## config.mk

```make
export PLATFORM = sky130hd
export DESIGN_NAME = uart_register_datagram_engine_core
export DESIGN_NICKNAME = d
export VERILOG_FILES = /design/src/sv/udg_pkg.sv /design/src/sv/udg_rx.sv /design/src/sv/uart_register_datagram_engine_core.sv
export SDC_FILE = /design/constraint.sdc
export NUM_CORES = 1
export LEC_CHECK = 0
export ABC_AREA = 0
export BUFFER_PORTS_ARGS = -buffer_cell sky130_fd_sc_hd__clkbuf_2
export CORE_ASPECT_RATIO = 0.8
export CORE_MARGIN = 3
export CORE_UTILIZATION = 59
export DETAILED_ROUTE_END_ITERATION = 6
export PLACE_DENSITY = 0.79
export SETUP_SLACK_MARGIN = 0.4
export SLEW_MARGIN = 20
export SYNTH_ARGS = -nofsm -noshare
export SYNTH_HDL_FRONTEND = slang
export SYNTH_HIERARCHICAL = 1
export SYNTH_SLANG_ARGS = --single-unit
```

## constraint.sdc

```tcl
create_clock -name clk -period 5.18 [get_ports clk]
set_input_delay 0.259 -clock clk [delete_from_list [all_inputs] [get_ports clk]]
set_output_delay 0.259 -clock clk [all_outputs]
set_load 0.05 [all_outputs]
```

## src/sv/udg_pkg.sv

```systemverilog
package udg_pkg;

    // request and event codes carried in the slave-side tuser
    typedef enum logic [1:0] {
        FUNC_WRITE   = 2'd0,
        FUNC_READ    = 2'd1,
        FUNC_RX_BYTE = 2'd2,
        FUNC_TICK    = 2'd3
    } func_t;

    typedef enum logic [1:0] {
        ST_OK      = 2'd0,
        ST_CRC     = 2'd1,
        ST_FRAME   = 2'd2,
        ST_TIMEOUT = 2'd3
    } status_t;

    // register indexes on the config port (paddr[3:2])
    localparam logic [1:0] CFG_SYNC    = 2'd0;
    localparam logic [1:0] CFG_TIMEOUT = 2'd1;
    localparam logic [1:0] CFG_LIMIT   = 2'd2;

    localparam logic [7:0] SYNC_RESET    = 8'd5;
    localparam logic [7:0] TIMEOUT_RESET = 8'd30;
    localparam logic [5:0] LIMIT_RESET   = 6'd32;

    localparam int         RX_BUFFER_BYTES = 32;
    localparam logic [6:0] RX_MIN_BYTES    = 7'd8;
    localparam logic [6:0] RX_MAX_BYTES    = 7'(RX_BUFFER_BYTES);

    localparam logic [7:0] CRC_POLY       = 8'h07;
    localparam logic [7:0] REG_WRITE_FLAG = 8'h80;
    localparam logic [7:0] REPLY_ADDR     = 8'hFF;
    localparam logic [7:0] TICK_SAT       = 8'hFF;

    localparam int         FRAME_BYTES = 8;
    localparam logic [3:0] WRITE_LEN   = 4'd8;
    localparam logic [3:0] READ_LEN    = 4'd4;

    typedef struct packed {
        logic  step;
        func_t func;
    } rx_ctrl_t;

    typedef struct packed {
        logic        done;
        status_t     status;
        logic [31:0] value;
    } rx_result_t;

    // one byte into the crc, lsb first
    function automatic logic [7:0] crc8_byte(input logic [7:0] crc_in, input logic [7:0] data);
        logic [7:0] crc;
        crc = crc_in;
        for (int b = 0; b < 8; b++)
        begin
            if (crc[7] ^ data[b])
                crc = {crc[6:0], 1'b0} ^ CRC_POLY;
            else
                crc = {crc[6:0], 1'b0};
        end
        return crc;
    endfunction

    // crc of seven bytes, first byte in the top bits
    function automatic logic [7:0] crc8_7(input logic [55:0] msg);
        logic [7:0] crc;
        crc = 8'h00;
        for (int i = 6; i >= 0; i--)
        begin
            crc = crc8_byte(crc, msg[i*8 +: 8]);
        end
        return crc;
    endfunction

endpackage

```

## src/sv/udg_rx.sv

```systemverilog
module udg_rx (
    input  logic                  clk,
    input  logic                  rst_n,
    input  udg_pkg::rx_ctrl_t     ctrl,
    input  logic [6:0]            reg_addr,
    input  logic [7:0]            rx_byte,
    input  logic [7:0]            sync_byte,
    input  logic [7:0]            reply_timeout_ms,
    input  logic [5:0]            rx_byte_limit,
    output udg_pkg::rx_result_t   result
);

    logic [63:0] window_reg, window_next;
    logic [5:0]  count_reg, count_next;
    logic [7:0]  elapsed_reg, elapsed_next;
    logic [6:0]  pending_reg, pending_next;
    logic        awaiting_reg, awaiting_next;

    logic [63:0] win_shift;
    logic [5:0]  count_inc;
    logic [7:0]  elapsed_inc;
    logic [6:0]  limit;
    logic        header_match;
    logic        crc_ok;

    assign win_shift   = {window_reg[55:0], rx_byte};
    assign count_inc   = count_reg + 6'd1;
    assign elapsed_inc = (elapsed_reg == udg_pkg::TICK_SAT) ? elapsed_reg : elapsed_reg + 8'd1;

    // byte limit clamped to the window size and the buffer size
    always_comb
    begin
        if ({1'b0, rx_byte_limit} < udg_pkg::RX_MIN_BYTES)
            limit = udg_pkg::RX_MIN_BYTES;
        else if ({1'b0, rx_byte_limit} > udg_pkg::RX_MAX_BYTES)
            limit = udg_pkg::RX_MAX_BYTES;
        else
            limit = {1'b0, rx_byte_limit};
    end

    assign header_match = ({1'b0, count_inc} >= udg_pkg::RX_MIN_BYTES)
                       && (win_shift[63:56] == sync_byte)
                       && (win_shift[55:48] == udg_pkg::REPLY_ADDR)
                       && (win_shift[46:40] == pending_reg);
    assign crc_ok = (udg_pkg::crc8_7(win_shift[63:8]) == win_shift[7:0]);

    always_comb
    begin
        window_next   = window_reg;
        count_next    = count_reg;
        elapsed_next  = elapsed_reg;
        pending_next  = pending_reg;
        awaiting_next = awaiting_reg;
        result        = '0;
        if (ctrl.step)
        begin
            unique case (ctrl.func)
                udg_pkg::FUNC_WRITE, udg_pkg::FUNC_READ:
                begin
                    window_next   = '0;
                    count_next    = '0;
                    elapsed_next  = '0;
                    awaiting_next = (ctrl.func == udg_pkg::FUNC_READ);
                    if (ctrl.func == udg_pkg::FUNC_READ)
                        pending_next = reg_addr;
                end
                udg_pkg::FUNC_RX_BYTE:
                begin
                    if (awaiting_reg)
                    begin
                        window_next = win_shift;
                        count_next  = count_inc;
                        if (header_match)
                        begin
                            result.done   = 1'b1;
                            result.status = crc_ok ? udg_pkg::ST_OK : udg_pkg::ST_CRC;
                            result.value  = crc_ok ? win_shift[39:8] : 32'd0;
                            awaiting_next = 1'b0;
                        end
                        else if ({1'b0, count_inc} >= limit)
                        begin
                            result.done   = 1'b1;
                            result.status = udg_pkg::ST_FRAME;
                            awaiting_next = 1'b0;
                        end
                    end
                end
                udg_pkg::FUNC_TICK:
                begin
                    if (awaiting_reg)
                    begin
                        elapsed_next = elapsed_inc;
                        if (elapsed_inc >= reply_timeout_ms)
                        begin
                            result.done   = 1'b1;
                            result.status = (count_reg == 6'd0) ? udg_pkg::ST_TIMEOUT
                                                                : udg_pkg::ST_FRAME;
                            awaiting_next = 1'b0;
                        end
                    end
                end
                default:
                begin
                    awaiting_next = awaiting_reg;
                end
            endcase
        end
    end

    always_ff @(posedge clk or negedge rst_n)
    begin
        if (!rst_n)
        begin
            window_reg   <= '0;
            count_reg    <= '0;
            elapsed_reg  <= '0;
            pending_reg  <= '0;
            awaiting_reg <= 1'b0;
        end
        else
        begin
            window_reg   <= window_next;
            count_reg    <= count_next;
            elapsed_reg  <= elapsed_next;
            pending_reg  <= pending_next;
            awaiting_reg <= awaiting_next;
        end
    end

    // a completion only comes out of armed reception
    a_done_needs_armed: assert property (@(posedge clk) disable iff (!rst_n)
        result.done |-> awaiting_reg)
        else $error("completion while reception not armed");

    // completion always disarms
    a_done_disarms: assert property (@(posedge clk) disable iff (!rst_n)
        result.done |=> !awaiting_reg)
        else $error("reception still armed after completion");

    // armed reception never counts up to the buffer size
    a_count_bound: assert property (@(posedge clk) disable iff (!rst_n)
        awaiting_reg |-> ({1'b0, count_reg} < udg_pkg::RX_MAX_BYTES))
        else $error("reception count reached the buffer size while armed");

endmodule

```

## src/sv/uart_register_datagram_engine_core.sv

```systemverilog
// an item is registered on accept, then handed over to the frame buffer that drives the output
// throughput: a write request holds the input while its 8 bytes leave, a read request while its
//   4; one per cycle for received bytes and ticks while the output is not stalled by m_tready
// the next item is accepted while the current frame drains, handed over on its last byte
// reset: rst_n asynchronous active low; config back to sync 5, timeout 30, limit 32,
//   reception disarmed with window, counters and pending register cleared
module uart_register_datagram_engine_core (
    input  logic        clk,
    input  logic        rst_n,

    // item input
    input  logic        s_tvalid,
    output logic        s_tready,
    input  logic [55:0] s_tdata,   // node_addr[1:0], reg_addr[8:2], write_value[40:9],
                                   // rx_byte[48:41], zero fill [55:49]
    input  logic [1:0]  s_tuser,   // func[1:0]

    // result output
    output logic        m_tvalid,
    input  logic        m_tready,
    output logic [47:0] m_tdata,   // tx_byte[7:0], status[9:8], read_value[41:10],
                                   // zero fill [47:42]
    output logic        m_tuser,   // kind
    output logic        m_tlast,   // last

    // config port
    input  logic        psel,
    input  logic        penable,
    input  logic        pwrite,
    input  logic [3:0]  paddr,
    input  logic [31:0] pwdata,
    output logic [31:0] prdata,
    output logic        pready
);

    // config registers
    logic [7:0] sync_reg;
    logic [7:0] timeout_reg;
    logic [5:0] limit_reg;
    logic       cfg_write;

    // input register
    logic            in_valid_reg, in_valid_next;
    udg_pkg::func_t  in_func_reg;
    logic [1:0]      in_node_reg;
    logic [6:0]      in_reg_reg;
    logic [31:0]     in_wval_reg;
    logic [7:0]      in_rxb_reg;

    // frame buffer feeding the output, byte 0 is the one on the bus
    logic [3:0]      cnt_reg, cnt_next;
    logic            kind_reg;
    udg_pkg::status_t status_reg;
    logic [31:0]     value_reg;
    logic [7:0]      bytes_reg [udg_pkg::FRAME_BYTES];

    logic            s_fire;
    logic            m_fire;
    logic            xfer;
    logic [7:0]      frame [udg_pkg::FRAME_BYTES];
    logic [7:0]      read_crc;

    udg_pkg::rx_ctrl_t   rx_ctrl;
    udg_pkg::rx_result_t rx_res;

    //------------------------------------------------------------------
    // config port, always ready
    //------------------------------------------------------------------
    assign pready    = 1'b1;
    assign cfg_write = psel && penable && pwrite && pready;

    always_ff @(posedge clk or negedge rst_n)
    begin
        if (!rst_n)
        begin
            sync_reg    <= udg_pkg::SYNC_RESET;
            timeout_reg <= udg_pkg::TIMEOUT_RESET;
            limit_reg   <= udg_pkg::LIMIT_RESET;
        end
        else if (cfg_write)
        begin
            unique case (paddr[3:2])
                udg_pkg::CFG_SYNC:    sync_reg    <= pwdata[7:0];
                udg_pkg::CFG_TIMEOUT: timeout_reg <= pwdata[7:0];
                udg_pkg::CFG_LIMIT:   limit_reg   <= pwdata[5:0];
                default:              sync_reg    <= sync_reg;   // unmapped, ignored
            endcase
        end
    end

    always_comb
    begin
        unique case (paddr[3:2])
            udg_pkg::CFG_SYNC:    prdata = {24'd0, sync_reg};
            udg_pkg::CFG_TIMEOUT: prdata = {24'd0, timeout_reg};
            udg_pkg::CFG_LIMIT:   prdata = {26'd0, limit_reg};
            default:              prdata = 32'd0;
        endcase
    end

    //------------------------------------------------------------------
    // handshakes
    //------------------------------------------------------------------
    assign m_fire   = m_tvalid && m_tready;
    // input register hands over when the buffer is empty or its last item leaves now
    assign xfer     = in_valid_reg && ((cnt_reg == 4'd0) || ((cnt_reg == 4'd1) && m_tready));
    assign s_tready = !in_valid_reg || xfer;
    assign s_fire   = s_tvalid && s_tready;

    assign in_valid_next = s_fire ? 1'b1 : (xfer ? 1'b0 : in_valid_reg);

    always_ff @(posedge clk or negedge rst_n)
    begin
        if (!rst_n)
            in_valid_reg <= 1'b0;
        else
            in_valid_reg <= in_valid_next;
    end

    always_ff @(posedge clk)
    begin
        if (s_fire)
        begin
            in_func_reg <= udg_pkg::func_t'(s_tuser);
            in_node_reg <= s_tdata[1:0];
            in_reg_reg  <= s_tdata[8:2];
            in_wval_reg <= s_tdata[40:9];
            in_rxb_reg  <= s_tdata[48:41];
        end
    end

    //------------------------------------------------------------------
    // reception tracking, stepped once per item at hand-over
    //------------------------------------------------------------------
    assign rx_ctrl.step = xfer;
    assign rx_ctrl.func = in_func_reg;

    udg_rx u_rx (
        .clk              (clk),
        .rst_n            (rst_n),
        .ctrl             (rx_ctrl),
        .reg_addr         (in_reg_reg),
        .rx_byte          (in_rxb_reg),
        .sync_byte        (sync_reg),
        .reply_timeout_ms (timeout_reg),
        .rx_byte_limit    (limit_reg),
        .result           (rx_res)
    );

    //------------------------------------------------------------------
    // request datagram builder
    //------------------------------------------------------------------
    assign read_crc = udg_pkg::crc8_byte(udg_pkg::crc8_byte(udg_pkg::crc8_byte(8'h00,
                          sync_reg), {6'd0, in_node_reg}), {1'b0, in_reg_reg});

    always_comb
    begin
        frame[0] = sync_reg;
        frame[1] = {6'd0, in_node_reg};
        if (in_func_reg == udg_pkg::FUNC_WRITE)
        begin
            // write: register with the write flag, value msb first, crc
            frame[2] = {1'b0, in_reg_reg} | udg_pkg::REG_WRITE_FLAG;
            frame[3] = in_wval_reg[31:24];
            frame[4] = in_wval_reg[23:16];
            frame[5] = in_wval_reg[15:8];
            frame[6] = in_wval_reg[7:0];
            frame[7] = udg_pkg::crc8_7({sync_reg, 6'd0, in_node_reg,
                                        {1'b0, in_reg_reg} | udg_pkg::REG_WRITE_FLAG,
                                        in_wval_reg});
        end
        else
        begin
            // read: register, crc, tail unused
            frame[2] = {1'b0, in_reg_reg};
            frame[3] = read_crc;
            frame[4] = 8'd0;
            frame[5] = 8'd0;
            frame[6] = 8'd0;
            frame[7] = 8'd0;
        end
    end

    //------------------------------------------------------------------
    // frame buffer
    //------------------------------------------------------------------
    always_comb
    begin
        cnt_next = cnt_reg;
        if (xfer)
        begin
            unique case (in_func_reg)
                udg_pkg::FUNC_WRITE:                      cnt_next = udg_pkg::WRITE_LEN;
                udg_pkg::FUNC_READ:                       cnt_next = udg_pkg::READ_LEN;
                udg_pkg::FUNC_RX_BYTE, udg_pkg::FUNC_TICK: cnt_next = rx_res.done ? 4'd1 : 4'd0;
                default:                                  cnt_next = 4'd0;
            endcase
        end
        else if (m_fire)
        begin
            cnt_next = cnt_reg - 4'd1;
        end
    end

    always_ff @(posedge clk or negedge rst_n)
    begin
        if (!rst_n)
            cnt_reg <= '0;
        else
            cnt_reg <= cnt_next;
    end

    always_ff @(posedge clk)
    begin
        if (xfer)
        begin
            if ((in_func_reg == udg_pkg::FUNC_WRITE) || (in_func_reg == udg_pkg::FUNC_READ))
            begin
                kind_reg   <= 1'b0;
                status_reg <= udg_pkg::ST_OK;
                value_reg  <= 32'd0;
                for (int i = 0; i < udg_pkg::FRAME_BYTES; i++)
                    bytes_reg[i] <= frame[i];
            end
            else
            begin
                // completion carries no transmit byte
                kind_reg   <= 1'b1;
                status_reg <= rx_res.status;
                value_reg  <= rx_res.value;
                for (int i = 0; i < udg_pkg::FRAME_BYTES; i++)
                    bytes_reg[i] <= 8'd0;
            end
        end
        else if (m_fire)
        begin
            for (int i = 0; i < udg_pkg::FRAME_BYTES - 1; i++)
                bytes_reg[i] <= bytes_reg[i+1];
            bytes_reg[udg_pkg::FRAME_BYTES-1] <= 8'd0;
        end
    end

    assign m_tvalid = (cnt_reg != 4'd0);
    assign m_tuser  = kind_reg;
    assign m_tlast  = !kind_reg && (cnt_reg == 4'd1);
    assign m_tdata  = {6'd0, value_reg, status_reg, bytes_reg[0]};

    //------------------------------------------------------------------
    // checks
    //------------------------------------------------------------------
    a_cnt_range: assert property (@(posedge clk) disable iff (!rst_n)
        cnt_reg <= udg_pkg::WRITE_LEN)
        else $error("frame buffer count out of range");

    a_done_single: assert property (@(posedge clk) disable iff (!rst_n)
        (m_tvalid && m_tuser) |-> (cnt_reg == 4'd1))
        else $error("completion is not a single item");

    a_write_load: assert property (@(posedge clk) disable iff (!rst_n)
        (xfer && (in_func_reg == udg_pkg::FUNC_WRITE))
            |=> ((cnt_reg == udg_pkg::WRITE_LEN) && !kind_reg))
        else $error("write request did not load a full datagram");

endmodule

```

## Yosys cells after proc, flatten, opt, wreduce, memory -nomap -nowiden

Memories as Yosys holds them, arrays and structs flattened.
Cells that the tools add are included.

- $add $sub $neg: 3
- Magnitude comparators: 5
- Eq/ne operators: 13
- Muxes and demuxes: 250
- Bitwise gates (word level): 273
- Reduce and logical (&&, ||, !) cells: 34

Operators with widths:

| cell | number |
|---|---|
| 8-bit two-way mux | 73 |
| 3-bit two-way mux | 139 |
| 3-bit NOT | 133 |
| 56-bit case mux with 2 select lines | 1 |
| 1-bit bitwise XOR | 109 |
| 32-bit two-way mux | 3 |
| 35-bit two-way mux | 2 |
| 56-bit two-way mux | 1 |
| 48-bit two-way mux | 1 |
| 8-bit case mux with 3 select lines | 1 |
| 1-bit two-way mux | 19 |
| 6-bit two-way mux | 3 |
| 8-bit equality test | 2 |
| 8-bit equality test (second input constant) | 2 |
| 1-bit bitwise OR | 16 |
| 8-bit case mux with 2 select lines | 1 |
| 4-bit case mux with 3 select lines | 1 |
| 6-bit case mux with 2 select lines | 1 |
| 1-bit logical AND | 10 |
| 1-bit bitwise XOR (first input constant) | 10 |
| 3-bit AND reduction | 3 |
| 8-bit by 1-bit adder with 8-bit output (second input constant) | 1 |
| 8-bit greater-or-equal comparator | 1 |
| 4-bit two-way mux | 2 |
| other kinds (24) | 43 |

- Register bits: 191
- Memory bits (writable): 64
- Input bits: 101
- Output and inout port bits: 85
- Word-level logic and storage cells: 597
- Memories kept: 1

Memory list:

| name | depth | bits a word | read ports | clocked after memory_dff | write ports | RTL line | source |
|---|---|---|---|---|---|---|---|
| bytes_reg | 8 | 8 | 8 | 0 | 8 | uart_register_datagram_engine_core.sv:55 | `logic [7:0] bytes_reg [udg_pkg::FRAME_BYTES];` |

## Depth between registers and ports, before layout

Gate-level depths: netlist of run 1.

- Depth in word-level cells: 169
- Gate-level depth with buffers: 19

## Cells and area by module

The synthesis of run 1 kept the hierarchy.

Modules (own cells, without submodules):

| module | times used | cells an instance | area each (sq um) | sequential area each (sq um) |
|---|---|---|---|---|
| uart_register_datagram_engine_core | 1 | 628 | 8762.2 | 5108.6 |
| udg_rx | 1 | 522 | 5940.7 | 1951.9 |

## Worst setup path before layout of run 1

No wires, ideal clock.

- Kind: register to register
- Start: reg u_rx.window_reg[52]
- End: reg value_reg[10], data pin
- Library setup time: 255 ps
- Data arrival time: 3879 ps
- Required time: 4925 ps
- Setup slack: 1047 ps
- Cell stages (with the launch flop): 15
- Path buffers: 2
- Clock period less this slack: 4133 ps
- Cells stage by stage: dfrtp_1 buf_4 xor3_2 xnor3_2 xnor2_4 xnor2_4 xnor3_1 xnor3_1 xnor3_1 and3_1 o211ai_2 nor3_4 buf_6 and2_1 and2_1

- Word-level cells in the longest chain between the ends: 45

RTL lines:

| element | RTL line | source |
|---|---|---|
| start: declaration | udg_rx.sv:13 | `logic [63:0] window_reg, window_next;` |
| start signal: assignment | udg_rx.sv:122 | `window_reg <= window_next;` |
| 1-bit bitwise XOR | udg_pkg.sv:57 | `if (crc[7] ^ data[b])` |
| 3-bit two-way mux | udg_pkg.sv:57 |  |
| 3-bit NOT (no line) | - |  |
| 3-bit two-way mux | udg_pkg.sv:57 |  |
| 3-bit NOT (no line) | - |  |
| 3-bit two-way mux | udg_pkg.sv:57 |  |
| 1-bit bitwise XOR | udg_pkg.sv:57 |  |
| 3-bit two-way mux | udg_pkg.sv:57 |  |
| (+29 left out) | - |  |
| 3-bit two-way mux | udg_pkg.sv:57 |  |
| 3-bit NOT (no line) | - |  |
| 3-bit two-way mux | udg_pkg.sv:57 |  |
| 3-bit NOT (no line) | - |  |
| 3-bit two-way mux | udg_pkg.sv:57 |  |
| 8-bit equality test | udg_rx.sv:45 | `assign crc_ok = (udg_pkg::crc8_7(win_shift[63:8]) == win_shift[7:0]);` |
| 1-bit NOT (no line) | - |  |
| 6-bit OR reduction (no line) (*) | - |  |
| end signal: assignment | uart_register_datagram_engine_core.sv:230 | `value_reg <= rx_res.value;` |
| end: declaration | uart_register_datagram_engine_core.sv:54 | `logic [31:0] value_reg;` |

Mark *: on every way between the ends. The rest lies on a longest branch, timed or not.
A chain may end at the register's enable or synchronous reset.

## Worst setup path after layout of run 1

- Start: reg u_rx.window_reg[55]
- End: reg value_reg[29], data pin

- Word-level cells in the longest chain between the ends: 41

RTL lines:

| element | RTL line |
|---|---|
| 1-bit bitwise XOR | udg_pkg.sv:57 |
| 3-bit two-way mux | udg_pkg.sv:57 |
| 3-bit NOT (no line) / 1-bit bitwise XOR (equally long branches) | - |
| 3-bit two-way mux | udg_pkg.sv:57 |
| 3-bit NOT (no line) / 1-bit bitwise XOR (equally long branches) | - |
| 3-bit two-way mux | udg_pkg.sv:57 |
| 1-bit bitwise XOR / 3-bit NOT (equally long branches) | - |
| 3-bit two-way mux | udg_pkg.sv:57 |
| (+25 left out) | - |
| 3-bit two-way mux | udg_pkg.sv:57 |
| 3-bit NOT (no line) / 1-bit bitwise XOR (equally long branches) | - |
| 3-bit two-way mux | udg_pkg.sv:57 |
| 1-bit bitwise XOR / 3-bit NOT (equally long branches) | - |
| 3-bit two-way mux | udg_pkg.sv:57 |
| 8-bit equality test | udg_rx.sv:45 |
| 1-bit NOT (no line) | - |
| 6-bit OR reduction (no line) (*) | - |

Marks and branches as above.

==> results.sh, run 1 <==
export IMPL_wl_per_cell_um=19.3
export IMPL_netlist_area_um2=14700
export IMPL_fmax_mhz=217
export IMPL_synth_seq_cells=255
export IMPL_grt_pass1_vias=9118
export IMPL_period_needed_ns=4.60
export IMPL_largest_register_ffs=64
export IMPL_std_cell_rows=51
export IMPL_drive_gt1_share_pct=18.9
export IMPL_hp_start="pwdata[1]"
export IMPL_place_hpwl_mm=21.6
export IMPL_hold_viol=0
export IMPL_slowest_stage="dfrtp_1"
export IMPL_drc_errors=1
export IMPL_cts_buffers=27
export IMPL_skew_ns=0.0127
export IMPL_h_tree_depth=1
export IMPL_r2r_setup_slack_ns=0.58
export IMPL_path_clk_slew_ns=0.06
export IMPL_setup_viol=0
export IMPL_status="complete, but fails checks"
export IMPL_synth_area_per_cell_um2=12.8
export IMPL_min_to="limit_reg[1]$_DFFE_PN0P_"
export IMPL_failed_checks="design-rule violations"
export IMPL_worst_pin_slew_ns=0.969
export IMPL_yosysMostFrequentCell="edfxtp_1"
export IMPL_postCtsSetupBuffers=0
export IMPL_critPathCaptureType="register"
export IMPL_grt_max_degree=64
export IMPL_start_util_pct=60.2
export IMPL_core_area_um2=24400
export IMPL_antenna_cells=0
export IMPL_cp_top_family="XOR/XNOR gates"
export IMPL_synthFlopType="edfxtp_1"
export IMPL_die_height_um=147
export IMPL_root_buffer="clkbuf_16"
export IMPL_reg2reg_to="value_reg[29]$_SDFFCE_PN0P_"
export IMPL_floorplan_die_width_um=182
export IMPL_rsz0062_at_grt="false"
export IMPL_grt_pass1_wl_mm=50.0
export IMPL_finalInstanceArea_um2=16900
export IMPL_setup_worst_path_start_class="register"
export IMPL_dpl_cell_area_um2=15400
export IMPL_routed_via_density=5.60
export IMPL_path_common_cell="xnor3_1"
export IMPL_cts_tree="built"
export IMPL_synthTopCellsByCount="edfxtp_1 (142), xnor2_1 (128), dfrtp_1 (98)"
export IMPL_cts_sinks=255
export IMPL_synth_top_area_cell="edfxtp_1"
export IMPL_yosysUniqueCellTypes=55
export IMPL_ioPinCount=186
export IMPL_clk_latency_ns=0.53
export IMPL_syn_to_final_growth_pct=14.7
export IMPL_min_path_type="in -> reg"
export IMPL_wl_mm=31.7
export IMPL_grt_use_total_pct=23.5
export IMPL_vias=9176
export IMPL_final_nets=1422
export IMPL_r2r_start="u_rx/window_reg[55]$_DFFE_PN0P_"
export IMPL_drt_first_iter_violations=684
export IMPL_final_setup_tns_ns=0
export IMPL_period_share_pct=88.8
export IMPL_ff2ff_path_depth=13
export IMPL_dr_pass1_iters=7
export IMPL_grt_overflow=0
export IMPL_relSlewSlack_pct=34.9
export IMPL_synth_area_top_cells="edfxtp_1 (29%), dfrtp_1 (17%), xnor3_1 (8.0%), xnor2_1 (7.6%), a22o_1 (5.3%)"
export IMPL_synth_edf_count=142
export IMPL_yosys_warnings=6
export IMPL_finalMaxSlewViolations=0
export IMPL_clock_path_buffers=3
export IMPL_gp_congestion=0.907
export IMPL_worstSetupPathType="reg -> reg"
export IMPL_max_stage_delay_ns=0.53
export IMPL_ant_nets=0
export IMPL_crit_arrival_ns=4.89
export IMPL_maxCapViolations=0
export IMPL_syn_inst=1150
export IMPL_path_buf_inv=1
export IMPL_ys_seq_area_share_pct=48.0
export IMPL_io_buffers=121
export IMPL_holdPathStages=2
export IMPL_critPathMaxFanout=31
export IMPL_required_ns=5.47
export IMPL_nFillCells=1704
export IMPL_antenna_found_initial=0
export IMPL_worstPathCellList="xnor3_2 -> xnor2_4 -> xnor2_2 -> xnor3_2 -> xnor3_1 -> xnor3_1 -> xnor3_1 -> and3_1 -> o211ai_4 -> nor3_4 -> buf_4 -> and2_1 -> and2_1"
export IMPL_synth_top_area_share_pct=29.0
export IMPL_dieArea_um2=26900
export IMPL_async_reset_ff_share_pct=41.2
layout by cell type (no fill, tap or decap), drive strengths merged, types with 7 or more instances in the layout:
master,Yosys,routed
a21o,10,10
a21oi,16,16
a22o,89,89
and2,74,74
buf,55,11
clkbuf,39,151
clkinv,1,14
conb,2,31
dfrtp,98,98
dfstp,7,7
dfxtp,8,8
dlygate4sd3,0,57
edfxtp,142,142
ha,19,19
inv,21,21
mux2,31,31
mux2i,9,9
nand2,84,84
nand3,31,31
nor2,35,35
nor3,9,9
o21ai,29,29
xnor2,140,140
xnor3,60,60
xor2,78,78
xor3,16,16
per-layer routing:
layer,GRT usage [%],up-vias,wire length (um)
li1,-,4274,-
met1,35.8,4529,14400
met2,36.6,319,14700
met3,2.97,54,1910
met4,5.60,0,694
met5,0,-,0
how the worst max path moves through the flow:
stage                                     from                           to  slack [ns]  cells past startpoint
2_1_floorplan  u_rx/window_reg[52]$_DFFE_PN0P_  value_reg[10]$_SDFFCE_PN0P_        1.05                     14
3_3_place_gp   u_rx/window_reg[52]$_DFFE_PN0P_  value_reg[13]$_SDFFCE_PN0P_        0.58                     13
3_5_place_dp   u_rx/window_reg[52]$_DFFE_PN0P_  value_reg[27]$_SDFFCE_PN0P_        0.52                     13
4_1_cts        u_rx/window_reg[52]$_DFFE_PN0P_  value_reg[29]$_SDFFCE_PN0P_        0.50                     13
5_1_grt        u_rx/window_reg[50]$_DFFE_PN0P_  value_reg[27]$_SDFFCE_PN0P_        0.40                     13
6_report       u_rx/window_reg[55]$_DFFE_PN0P_  value_reg[29]$_SDFFCE_PN0P_        0.58                     13
cell families after synthesis:
kind of cell             after synthesis  share of synthesized area, %
buffers and inverters                116                          4.24
adder cells (fa/ha/maj)               19                          1.62
multiplexers                          40                          2.99
AND/OR/NAND/NOR                      261                          8.91
AO/OA/AOI/OAI                        163                          8.26
XOR/XNOR                             294                          25.9
other                                  2                        0.0511
flip-flops                           255                          48.0
worst register-to-register path: cells and delay by family, from the launching register on:
kind                      cells  cell delay, ns
DFF                           1            0.53
AOI/OAI and AO/OA             1            0.31
and+or+nand+nor               4            0.60
xor gates and xnor gates      7            2.68
buffers and inverters         1            0.23
area by class of cell:
type                    count  area (um^2)  area share, %
clock buffers              31          691           4.10
clock inverters            18          175           1.04
inverters                  22         82.6          0.490
multi-input cells         808         7180           42.6
flip-flops and latches    255         7060           41.9
well taps                 318          398           2.36
repair buffers            188         1270           7.51
metrics by stage:
step	worst slack, ns	utilization (%)	hold WS, ns	cells
global route	0.400	69.0	0.0103	1640
floorplan	1.05	-	-0.0366	1179
global placement	0.577	62.9	0.266	1533
finish	0.579	69.0	0.0125	1640
detailed placement	0.518	63.0	0.277	1534
CTS	0.498	68.8	0.00152	1640
repair_timing:
| item | in CTS | in global routing |
|---|---|---|
| hold buffers | 57 | 0 |
| resized for setup | 0 | 4 |
| endpoints found under the hold margin | 101 | 0 |
| endpoints found under the setup margin | 0 | 31 |
Power of run 1 is not shown: default switching activity piles up to over one toggle a cycle in this logic, so the estimate is an artifact.
==> run 2, diff against run 1 <==
--- a/config.mk
+++ b/config.mk
@@ -8,10 +8,10 @@
 export ABC_AREA = 0
 export BUFFER_PORTS_ARGS = -buffer_cell sky130_fd_sc_hd__clkbuf_2
 export CORE_ASPECT_RATIO = 0.8
-export CORE_MARGIN = 3
-export CORE_UTILIZATION = 59
+export CORE_MARGIN = 2
+export CORE_UTILIZATION = 49
 export DETAILED_ROUTE_END_ITERATION = 6
-export PLACE_DENSITY = 0.79
+export PLACE_DENSITY = 0.67
 export SETUP_SLACK_MARGIN = 0.4
 export SLEW_MARGIN = 20
 export SYNTH_ARGS = -nofsm -noshare
==> run 2 against run 1 <==
  * The run now ends clean
  * Worst hold slack gained 0.27 ns
  * Final cell count rose by 4.7%
  * Sequential cell count unchanged
  * Via count is 0.64% lower
  * Critical path depth stayed put
  * Global-route usage is 2.7 points lower
  * Final area rose by 1.8%
  * Sequential share of layout area down 0.76 points
  * Critical path type unchanged
  * Critical endpoint is now value_reg[4]$_SDFFCE_PN0P_
  * Highest routed layer unchanged
==> results.sh, run 2 (synthesized netlist as in run 1, its figures left out) <==
export IMPL_root_buffer="clkbuf_16"
export IMPL_grt_max_degree=63
export IMPL_die_height_um=159
export IMPL_fmax_mhz=216
export IMPL_drive_gt1_share_pct=19.9
export IMPL_final_common_cell="edfxtp_1"
export IMPL_worst_pin_slew_ns=1.00
export IMPL_min_path_type="in -> reg"
export IMPL_final_nets=1438
export IMPL_layout_common_cells="edfxtp_1 (142), xnor2_1 (128), clkbuf_2 (120), dfrtp_1 (98), a22o_1 (89)"
export IMPL_ioPinCount=186
export IMPL_largest_register_ffs=64
export IMPL_grt_pass1_vias=9010
export IMPL_required_ns=5.49
export IMPL_r2r_start="u_rx/window_reg[52]$_DFFE_PN0P_"
export IMPL_crit_arrival_ns=4.95
export IMPL_skew_ns=0.00910
export IMPL_gp_congestion=0.873
export IMPL_crit_cells=13
export IMPL_worstSetupPathType="reg -> reg"
export IMPL_ff2ff_path_depth=13
export IMPL_grt_use_total_pct=20.8
export IMPL_h_tree_depth=1
export IMPL_io_buffers=121
export IMPL_cts_sinks=255
export IMPL_maxCapViolations=0
export IMPL_floorplan_die_width_um=198
export IMPL_worstPathCellList="xor3_2 -> xnor3_2 -> xnor2_4 -> xnor2_4 -> xnor3_1 -> xnor3_1 -> xnor3_1 -> and3_1 -> o211ai_4 -> nor3_4 -> buf_12 -> and2_1 -> and2_1"
export IMPL_critPathCaptureType="register"
export IMPL_routed_via_density=5.31
export IMPL_cp_top_family="XOR/XNOR gates"
export IMPL_core_area_um2=29400
export IMPL_grt_overflow=0
export IMPL_final_util_pct=58.3
export IMPL_holdPathStages=5
export IMPL_hp_start="m_tready"
export IMPL_dieArea_um2=31400
export IMPL_wl_per_cell_um=18.7
export IMPL_drt_first_iter_violations=659
export IMPL_max_stage_delay_ns=0.54
export IMPL_critPathMaxFanout=16
export IMPL_slowest_stage="xor3_2"
export IMPL_period_share_pct=89.6
export IMPL_period_needed_ns=4.64
export IMPL_antenna_cells=0
export IMPL_rsz0062_at_grt="false"
export IMPL_finalMaxSlewViolations=0
export IMPL_drc_errors=0
export IMPL_status="finished, final reports clean"
export IMPL_syn_to_final_growth_pct=16.7
export IMPL_grt_pass1_wl_mm=51.2
export IMPL_cts_buffers=28
export IMPL_startpoint="u_rx/window_reg[52]$_DFFE_PN0P_"
export IMPL_std_cell_rows=56
export IMPL_path_buf_inv=1
export IMPL_clock_path_buffers=3
export IMPL_dr_pass1_iters=5
export IMPL_place_hpwl_mm=22.4
export IMPL_hold_viol=0
export IMPL_setup_viol=0
export IMPL_ant_nets=0
export IMPL_wl_mm=32.2
export IMPL_path_common_cell="xnor3_1"
export IMPL_start_util_pct=50.0
export IMPL_vias=9117
export IMPL_antenna_found_initial=0
export IMPL_setup_worst_path_start_class="register"
export IMPL_clk_latency_ns=0.55
export IMPL_cts_tree="built"
export IMPL_path_clk_slew_ns=0.07
export IMPL_final_setup_tns_ns=0
export IMPL_relSlewSlack_pct=32.6
-- run 2: cell types whose count changed in the layout (fill, tap and decap cells not counted), sizes merged --
cell / change
buf: +10
inv: +1
clkinvlp: +1
bufinv: +1
dlygate4sd3: +4
clkinv: -1
nor3: +1
clkbuf: +1
-- run 2: final cells by class --
class                           count  area [um^2]
Clock inverter                     20          223
Tap cell                          377          472
Fill cell                        2388        12300
Multi-Input combinational cell    809         7190
Clock buffer                       32          758
Inverter                           22         82.6
Sequential cell                   255         7060
Timing Repair Buffer              202         1380
-- run 2: repair_timing --
item | in CTS | in global routing
pin swaps | 1 | 5
resized for setup | 1 | 3
gates cloned | 1 | 0
buffers inserted | 0 | 5
hold buffers | 61 | 0
endpoints found under the setup margin | 31 | 32
endpoints found under the hold margin | 123 | 0
-- run 2: per-stage QoR --
stage	cells	worst slack (ns)	area (um^2)	hold slack [ns]
3_5_place_dp	1598	0.240	15500	0.376
6_report	1717	0.541	17200	0.278
4_1_cts	1712	0.384	17100	0.222
5_1_grt	1717	0.395	17200	0.301
2_1_floorplan	1179	1.05	14800	-0.0366
3_3_place_gp	1598	0.334	15500	0.376
-- run 2: worst paths after layout --
path,slack (ns),to
setup / recovery,0.54,value_reg[4]$_SDFFCE_PN0P_
hold / removal,0.28,in_valid_reg$_DFFE_PN0P_
setup reg to reg,0.54,value_reg[4]$_SDFFCE_PN0P_
hold reg to reg,0.48,bytes_reg[0][6]$_SDFFE_PP0P_
max in group asynchronous,3.70,u_rx/window_reg[53]$_DFFE_PN0P_
min in group asynchronous,0.31,limit_reg[0]$_DFFE_PN0P_
-- run 2: per-layer routing --
metal / routed length [um] / GRT usage (%)
met1: 16100 / 33.2
met2: 14000 / 30.6
met3: 1450 / 2.52
met4: 651 / 4.27
met5: 0 / 0
-- run 2: tightest hold or removal path, stage by stage --
cell	delay [ns]
clkbuf_2	0.13
a21o_1	0.14
nand2_1	0.05
nand2_1	0.12
nand2b_1	0.08
Power of run 2 is left out for the same reason.
